<file path="config.mk">
export PLATFORM = sky130hd
export DESIGN_NAME = sha1_message_hasher_core
export DESIGN_NICKNAME = d
export VERILOG_FILES = /design/src/rtl/core/s1mh_pkg.sv /design/src/rtl/core/sha1_message_hasher_core.sv
export SDC_FILE = /design/constraint.sdc
export NUM_CORES = 2
export LEC_CHECK = 0
export BUFFER_PORTS_ARGS = -buffer_cell sky130_fd_sc_hd__buf_4
export CAP_MARGIN = 5
export CORE_AREA = 2 2 316 318
export DETAILED_ROUTE_END_ITERATION = 6
export DIE_AREA = 0 0 318 320
export PLACE_DENSITY_LB_ADDON = 0.08
export SYNTH_ARGS = -nofsm -noshare
export SYNTH_HDL_FRONTEND = slang
export SYNTH_SLANG_ARGS = --single-unit
</file>
<file path="constraint.sdc">
create_clock -name clk -period 55.7 [get_ports clk]
set_input_delay 11.14 -clock clk [delete_from_list [all_inputs] [get_ports clk]]
set_output_delay 11.14 -clock clk [all_outputs]
set_load 0.05 [all_outputs]
</file>
<file path="src/rtl/core/s1mh_pkg.sv">
// Shared types and constants of the SHA-1 message hasher.
package s1mh_pkg;

  typedef struct packed {
    logic       mode;
    logic [7:0] data_byte;
  } msg_item_t;

  typedef struct packed {
    logic [31:0] digest_word;
    logic [2:0]  word_index;
    logic        last_word;
  } digest_item_t;

  localparam logic MODE_ABSORB = 1'b0;
  localparam logic MODE_FINISH = 1'b1;

  localparam int unsigned NumChain = 5;
  localparam logic [2:0]  LastWordIdx = 3'(NumChain - 1);

  // Initial chaining values, H0 at index 0.
  localparam logic [NumChain-1:0][31:0] InitVals = {
    32'hC3D2E1F0, 32'h10325476, 32'h98BADCFE, 32'hEFCDAB89, 32'h67452301
  };

  localparam logic [31:0] K0 = 32'h5A827999;
  localparam logic [31:0] K1 = 32'h6ED9EBA1;
  localparam logic [31:0] K2 = 32'h8F1BBCDC;
  localparam logic [31:0] K3 = 32'hCA62C1D6;

  localparam logic [6:0] LastRound = 7'd79;
  localparam logic [7:0] PadByte   = 8'h80;
  localparam logic [5:0] LenPos    = 6'd56;
  localparam logic [5:0] LastPos   = 6'h3F;

  typedef enum logic [2:0] {
    ST_IDLE,
    ST_PAD,
    ST_LEN,
    ST_LOAD,
    ST_ROUND,
    ST_ADD,
    ST_OUT
  } state_t;

endpackage

</file>
<file path="src/rtl/core/sha1_message_hasher_core.sv">
// SHA-1 message hasher: byte absorb, padding, iterative compression, digest output.
//
//  channel  | direction | handshake                   | payload
//  ---------+-----------+-----------------------------+------------------------------
//  byte     | in        | byte_valid / byte_stall     | byte_item   (mode, data_byte)
//  digest   | out       | digest_valid / digest_stall | digest_item (word, index, last)
//
// An absorb item is taken while the sequencer is idle. The 64th byte of a block starts a
// compression (load, 80 rounds on one shared round unit, add). A finish item puts in
// the pad byte, then the zero bytes plus one more step to move on to the length, then
// the 8 length bytes; it then runs one or two compressions and sends five digest
// items.
// byte_stall is high whenever the sequencer is away from idle.
// rst is synchronous and restores the initial chaining values and a zero byte count.
// A stalled digest item holds; the sequencer waits in the output state meanwhile.
module sha1_message_hasher_core (
  input  logic                   clk,
  input  logic                   rst,
  input  logic                   byte_valid,
  output logic                   byte_stall,
  input  s1mh_pkg::msg_item_t    byte_item,
  output logic                   digest_valid,
  input  logic                   digest_stall,
  output s1mh_pkg::digest_item_t digest_item
);
  import s1mh_pkg::*;

  state_t state, state_next;
  state_t ret_state, ret_state_next;

  logic [NumChain-1:0][31:0] chain;
  logic [NumChain-1:0][31:0] wk;      // round registers a..e, a at index 0
  logic [511:0]              blk;     // message schedule, oldest word at the top
  logic [60:0]               count;
  logic [6:0]                rnd;
  logic [5:0]                pad_pos;
  logic [2:0]                word_idx;

  logic [5:0]  pos;
  logic [63:0] len_bits;
  logic [7:0]  len_byte;
  logic [31:0] w_cur;
  logic [31:0] w_new;
  logic [31:0] f_val;
  logic [31:0] k_val;
  logic [31:0] t_sum;
  logic        in_take;

  function automatic logic [31:0] rotl(input logic [31:0] v, input int unsigned n);
    rotl = (v << n) | (v >> (32 - n));
  endfunction

  assign pos      = count[5:0];
  assign len_bits = {count, 3'b000};
  // Length goes out big-endian; the low bits of pad_pos count the length bytes.
  assign len_byte = len_bits[{~pad_pos[2:0], 3'b000} +: 8];
  assign in_take  = byte_valid && !byte_stall;

  // Schedule taps: W[t], W[t+2], W[t+8], W[t+13].
  assign w_cur = blk[511:480];
  assign w_new = rotl(blk[95:64] ^ blk[255:224] ^ blk[447:416] ^ blk[511:480], 1);

  always_comb begin
    if (rnd < 7'd20) begin
      f_val = (wk[1] & wk[2]) | (~wk[1] & wk[3]);
      k_val = K0;
    end else if (rnd < 7'd40) begin
      f_val = wk[1] ^ wk[2] ^ wk[3];
      k_val = K1;
    end else if (rnd < 7'd60) begin
      f_val = (wk[1] & wk[2]) | (wk[1] & wk[3]) | (wk[2] & wk[3]);
      k_val = K2;
    end else begin
      f_val = wk[1] ^ wk[2] ^ wk[3];
      k_val = K3;
    end
  end

  assign t_sum = rotl(wk[0], 5) + f_val + wk[4] + k_val + w_cur;

  // Sequencer
  always_ff @(posedge clk) begin
    if (rst) begin
      state     <= ST_IDLE;
      ret_state <= ST_IDLE;
    end else begin
      state     <= state_next;
      ret_state <= ret_state_next;
    end
  end

  always_comb begin
    state_next     = state;
    ret_state_next = ret_state;
    unique case (state)
      ST_IDLE: begin
        if (byte_valid) begin
          if (byte_item.mode == MODE_FINISH) begin
            if (pos == LastPos) begin
              // Pad byte fills the block: compress, then pad a fresh one.
              state_next     = ST_LOAD;
              ret_state_next = ST_PAD;
            end else begin
              state_next = ST_PAD;
            end
          end else if (pos == LastPos) begin
            state_next     = ST_LOAD;
            ret_state_next = ST_IDLE;
          end
        end
      end
      ST_PAD: begin
        if (pad_pos == LenPos) begin
          state_next = ST_LEN;
        end else if (pad_pos == LastPos) begin
          state_next     = ST_LOAD;
          ret_state_next = ST_PAD;
        end
      end
      ST_LEN: begin
        if (pad_pos == LastPos) begin
          state_next     = ST_LOAD;
          ret_state_next = ST_OUT;
        end
      end
      ST_LOAD:  state_next = ST_ROUND;
      ST_ROUND: begin
        if (rnd == LastRound) begin
          state_next = ST_ADD;
        end
      end
      ST_ADD:   state_next = ret_state;
      ST_OUT: begin
        if (!digest_stall && word_idx == LastWordIdx) begin
          state_next = ST_IDLE;
        end
      end
      default:  state_next = ST_IDLE;
    endcase
  end

  // Datapath
  always_ff @(posedge clk) begin
    if (rst) begin
      chain    <= InitVals;
      wk       <= '0;
      count    <= '0;
      rnd      <= '0;
      pad_pos  <= '0;
      word_idx <= '0;
    end else begin
      case (state)
        ST_IDLE: begin
          if (in_take) begin
            if (byte_item.mode == MODE_FINISH) begin
              blk     <= {blk[503:0], PadByte};
              pad_pos <= pos + 6'd1;
            end else begin
              blk   <= {blk[503:0], byte_item.data_byte};
              count <= count + 61'd1;
            end
          end
        end
        ST_PAD: begin
          if (pad_pos != LenPos) begin
            blk     <= {blk[503:0], 8'h00};
            pad_pos <= pad_pos + 6'd1;
          end
        end
        ST_LEN: begin
          blk     <= {blk[503:0], len_byte};
          pad_pos <= pad_pos + 6'd1;
        end
        ST_LOAD: begin
          wk  <= chain;
          rnd <= '0;
        end
        ST_ROUND: begin
          wk[4] <= wk[3];
          wk[3] <= wk[2];
          wk[2] <= rotl(wk[1], 30);
          wk[1] <= wk[0];
          wk[0] <= t_sum;
          blk   <= {blk[479:0], w_new};
          rnd   <= (rnd == LastRound) ? 7'd0 : rnd + 7'd1;
        end
        ST_ADD: begin
          for (int i = 0; i < NumChain; i++) begin
            chain[i] <= chain[i] + wk[i];
          end
        end
        ST_OUT: begin
          if (!digest_stall) begin
            if (word_idx == LastWordIdx) begin
              // Drop the finished message and start over from the initial values.
              word_idx <= '0;
              chain    <= InitVals;
              count    <= '0;
            end else begin
              word_idx <= word_idx + 3'd1;
            end
          end
        end
        default: begin
        end
      endcase
    end
  end

  assign byte_stall              = (state != ST_IDLE);
  assign digest_valid            = (state == ST_OUT);
  assign digest_item.digest_word = chain[word_idx];
  assign digest_item.word_index  = word_idx;
  assign digest_item.last_word   = (word_idx == LastWordIdx);

endmodule

</file>
Word level (Yosys, flattened, before mapping)

Index checks and enable logic that the tools add are counted.

Flip-flop bits (word level): 915
Input bits: 13
Logic and storage cells: 144

Add/subtract/negate cells: 14
$lt $le $gt $ge: 4
Eq/ne operators: 26
Shift-type cells: 1
Mux-type cells: 45
Bitwise logic cells: 19
Reductions and logical operators: 18

Operators with widths:

| cell                    | count |
|---|---|
| $pmux W512 S4           | 1 |
| $mux W512               | 2 |
| $pmux W160 S2           | 2 |
| $mux W160               | 2 |
| $add A32 B32 Y32        | 9 |
| $mux W61                | 4 |
| $mux W32                | 6 |
| $xor A32 B32 Y32        | 5 |
| $and A32 B32 Y32        | 4 |
| $pmux W61 S2            | 1 |
| $bmux W32 S3            | 1 |
| $or A32 B32 Y32         | 3 |
| $shiftx A64 B7 Y8       | 1 |
| $add A61 B1 Y61 const B | 1 |
| $mux W3                 | 15 |
| $not A32 Y32            | 1 |
| $or A32 B1 Y32          | 1 |
| $or A32 B30 Y32         | 1 |
| $or A32 B5 Y32          | 1 |
| $mux W31                | 1 |
| $ne A2 B2 Y1 const B    | 11 |
| $pmux W3 S7             | 1 |
| $eq A6 B6 Y1 const B    | 3 |
| $mux W6                 | 3 |
| 32 further kinds        | 47 |

Depth between registers and ports, before layout

Word-level depth: 11
Mapped depth: 28
Depth with buffers taken out: 27

Worst setup path before layout

OpenSTA, ideal clock, no wires.

Path type: input to register
Start point: input rst
End point: register blk[0] (enable)
Setup time: 1.558 ns
Data arrival time: 36.258 ns
Slack: 17.884 ns
Stages: 4
Buffers on the path: 3
Cell sequence: clkbuf_1 -> clkbuf_1 -> clkbuf_1 -> a21oi_1

Word-level cells in the longest chain between the ends: 2

RTL lines:

| element                     | line                            | RTL |
|---|---|---|
| start: declaration          | sha1_message_hasher_core.sv:18  | `input logic rst,` |
| $not A1 Y1 (no line)        | n/a                             |  |
| $reduce_and A4 Y1 (no line) | n/a                             |  |
| end signal: assignment      | sha1_message_hasher_core.sv:156 | `blk <= {blk[503:0], PadByte};` |
| end signal: assignment      | sha1_message_hasher_core.sv:159 | `blk <= {blk[503:0], byte_item.data_byte};` |
| end signal: assignment      | sha1_message_hasher_core.sv:166 | `blk <= {blk[503:0], 8'h00};` |
| end: declaration            | sha1_message_hasher_core.sv:33  | `logic [511:0] blk;` |

Every way passes these cells.
A chain may end at the register's enable or synchronous reset.

==> results.cfg <==
[routing]
drt-wirelength-per-cell_um = 20.4
first_iter_violations = 4685
dr.pass1.iters = 6
wl_um = 148000
remaining_drc_errors = 0
via_count = 42200
drtAntennaViolNets = 0
routed_via_density = 5.82

[yosys]
synth_top_area_share_pct = 29.1
synth_top_family_by_area = simple AND/OR/NAND/NOR gates
synth_compound_area_share_pct = 13.0
yosysTopAreaCell = edfxtp_1
synth-edff-count = 512
postSynthAreaPerCell_um2 = 8.82
ys_top_cells_by_area = edfxtp_1 29%, dfxtp_1 15%, nand2_1 14%
synth_xor_area_share_pct = 4.78
syn_area_um2 = 52800
syn_nets = 6323
yosys.area_share.simple_pct = 21.2
synth_common_cells = 1935 x nand2_1, 512 x edfxtp_1, 447 x nor2_1
synth_cell_types = 89
seq_area_frac_synth_pct = 44.4
yosysWarnings = 0
synth_cells = 5988
async_reset_ff_share_pct = 0
yosysMostFrequentCell = nand2_1
muxShareOfSynthArea_pct = 2.93
synth_fa_ha_area_share_pct = 9.41
synth_top_flop_cell = edfxtp_1
ys_ff_latch = 914

[worst_setup_path]
cp_data_arrival_time_ps = 3440
startpoint_type = register
critPathMostFrequentCell = buf_4
critical_path_peak_fanout = 26
critical_path_required_ps = 44560
cp_slowest_cell = and3_1
path_cells = buf_4, inv_1, and3_1, buf_4, nand2_1, o21ai_0, buf_4
path_class = reg2out
crit_path_max_incr_delay_ps = 770
crit_path_end_kind = primary output

[placement]
dp_hpwl_um = 99200
portBuffers = 50
placed_cells = 7058
gp_congestion = 0.964

[clock_tree]
root_buffer = clkbuf_16
h-tree-depth = 3
path_clk_slew_ps = 60
post_cts_buffers = 0
cts.path.max_buffers = 3
hold_buffers = 0
cts.sinks = 914
post_cts_resized = 0
cts_tree = done
clock_latency_ps = 700
cts_buffers = 103

[cells_and_area]
nets = 6211
fin_cells = 7253
syn_to_final_growth_pct = 8.85
diodes = 0
fin_util_pct = 58.6
drive_gt1_share_pct = 5.78

[die]
initial_core_util_pct = 53.9
die_x_um = 318
die-area_um2 = 102000
boundaryPins = 51
die_height_um = 320
core_um2 = 98000
rows = 115

[pwr]
total_power_mw = 1.97
p_per_area_nw_per_um2 = 34.2
ir_drop_uv = 25.8
leakage_nw = 23.8

[timing]
rsz0062_at_grt = no
finalCriticalPeriod_ps = 14580
timing.final.crit_share_pct = 26.2
setup_viol = 0
max_freq_mhz = 68.6
tightest_slew_ps = 1170
fin_worst_skew_ps = 30.6
drv_slew = 0
final-hold-violation-count = 0
relSlewSlack_pct = 21.2
fin_tns_setup_ps = 0

[worst_hold_path]
min_path_type = reg2reg

[grt]
grt_pass1_wl_um = 231000
grt_max_degree = 239
track_usage_pct = 28.7
grt-ovfl-total = 0
grt_pass1_vias = 39500
antenna_found_initial = 3

[status]
status = complete, no violations

[run]
max_cap_violations = 0
stage by stage:
step | hold slack, ps | cell area [µm²] | setup WS [ps]
3_3_place_gp | 473 | 54100 | 41700
2_1_floorplan | 445 | 52800 | 17880
3_5_place_dp | 487 | 54100 | 41730
4_1_cts | 495 | 57500 | 41170
5_1_grt | 516 | 57500 | 41080
6_report | 493 | 57500 | 41120
layout make-up:
cell class / instances / area (µm²)
sequential: 914 / 23400
inverter: 296 / 1110
fill: 8715 / 40500
timing repair buffer: 95 / 808
multi-input combinational: 4466 / 27200
clock inverter: 57 / 572
tap: 1287 / 1610
clock buffer: 138 / 2770
final timing paths:
path | start | end | slack, ps | cells after the start
max | word_idx[1] | digest_item[9] | 41120 | 7
min | chain[128] | chain[128] | 490 | 2
min reg2reg | chain[128] | chain[128] | 490 | 2
max reg2reg | rnd[4] | wk[31] | 46420 | 29
report_power, final:
group / internal (mW) / total [mW] / switching [mW]
registers: 0.813 / 0.871 / 0.0580
clock network: 0.384 / 0.681 / 0.296
logic: 0.155 / 0.415 / 0.260
total: 1.35 / 1.97 / 0.615
flip-flops by register name (all words and copies together) (netlist names):
register	cells
blk	512
chain	160
count	61
pad_pos	6
ret_state	2
rnd	7
state	3
wk	160
word_idx	3
per-layer routing:
metal | global-route usage [%] | up-vias | routed length (µm)
met5 | 0 | - | 0
met4 | 8.22 | 0 | 4210
met3 | 4.50 | 212 | 10200
met2 | 42.6 | 1278 | 63700
met1 | 43.4 | 20400 | 69600
li1 | - | 20300 | -
cell families (layout without fill, tap and decap cells):
kind of cell	Yosys count	count (layout)
xor gates and xnor gates	288	288
DFF	914	914
AOI/OAI and AO/OA	1021	1021
adders and majority gates	322	322
and+or+nand+nor	2738	2738
buffers and inverters	608	586
muxes	97	97
placed cells by master (no fill, tap or decap), types with 40 or more instances in the layout:
| cell | Yosys | layout |
|---|---|---|
| xor2_1 | 92 | 92 |
| dfxtp_1 | 402 | 400 |
| o21a_1 | 40 | 40 |
| a22oi_1 | 41 | 41 |
| fa_1 | 125 | 125 |
| a311oi_1 | 136 | 136 |
| inv_1 | 293 | 293 |
| ha_1 | 197 | 197 |
| nor3_1 | 47 | 46 |
| a21oi_1 | 214 | 213 |
| a221oi_1 | 42 | 42 |
| nor2_1 | 447 | 443 |
| nand3_1 | 71 | 69 |
| edfxtp_1 | 512 | 512 |
| nor2b_1 | 42 | 42 |
| clkbuf_16 | 0 | 103 |
| o21ai_0 | 212 | 212 |
| mux4_2 | 45 | 45 |
| xnor2_1 | 196 | 196 |
| buf_4 | 0 | 87 |
| o22ai_1 | 55 | 55 |
| nand2_1 | 1935 | 1932 |
| a21o_1 | 70 | 70 |
| mux2i_1 | 40 | 40 |
critical path, delay by kind of cell, from the launching register on:
family,cells,cell delay (ps)
AO/OA/AOI/OAI,1,110
AND/OR/NAND/NOR,2,890
buffers and inverters,4,1220
flip-flops,1,510
No activity file was read; power rests on OpenSTA's default activity.
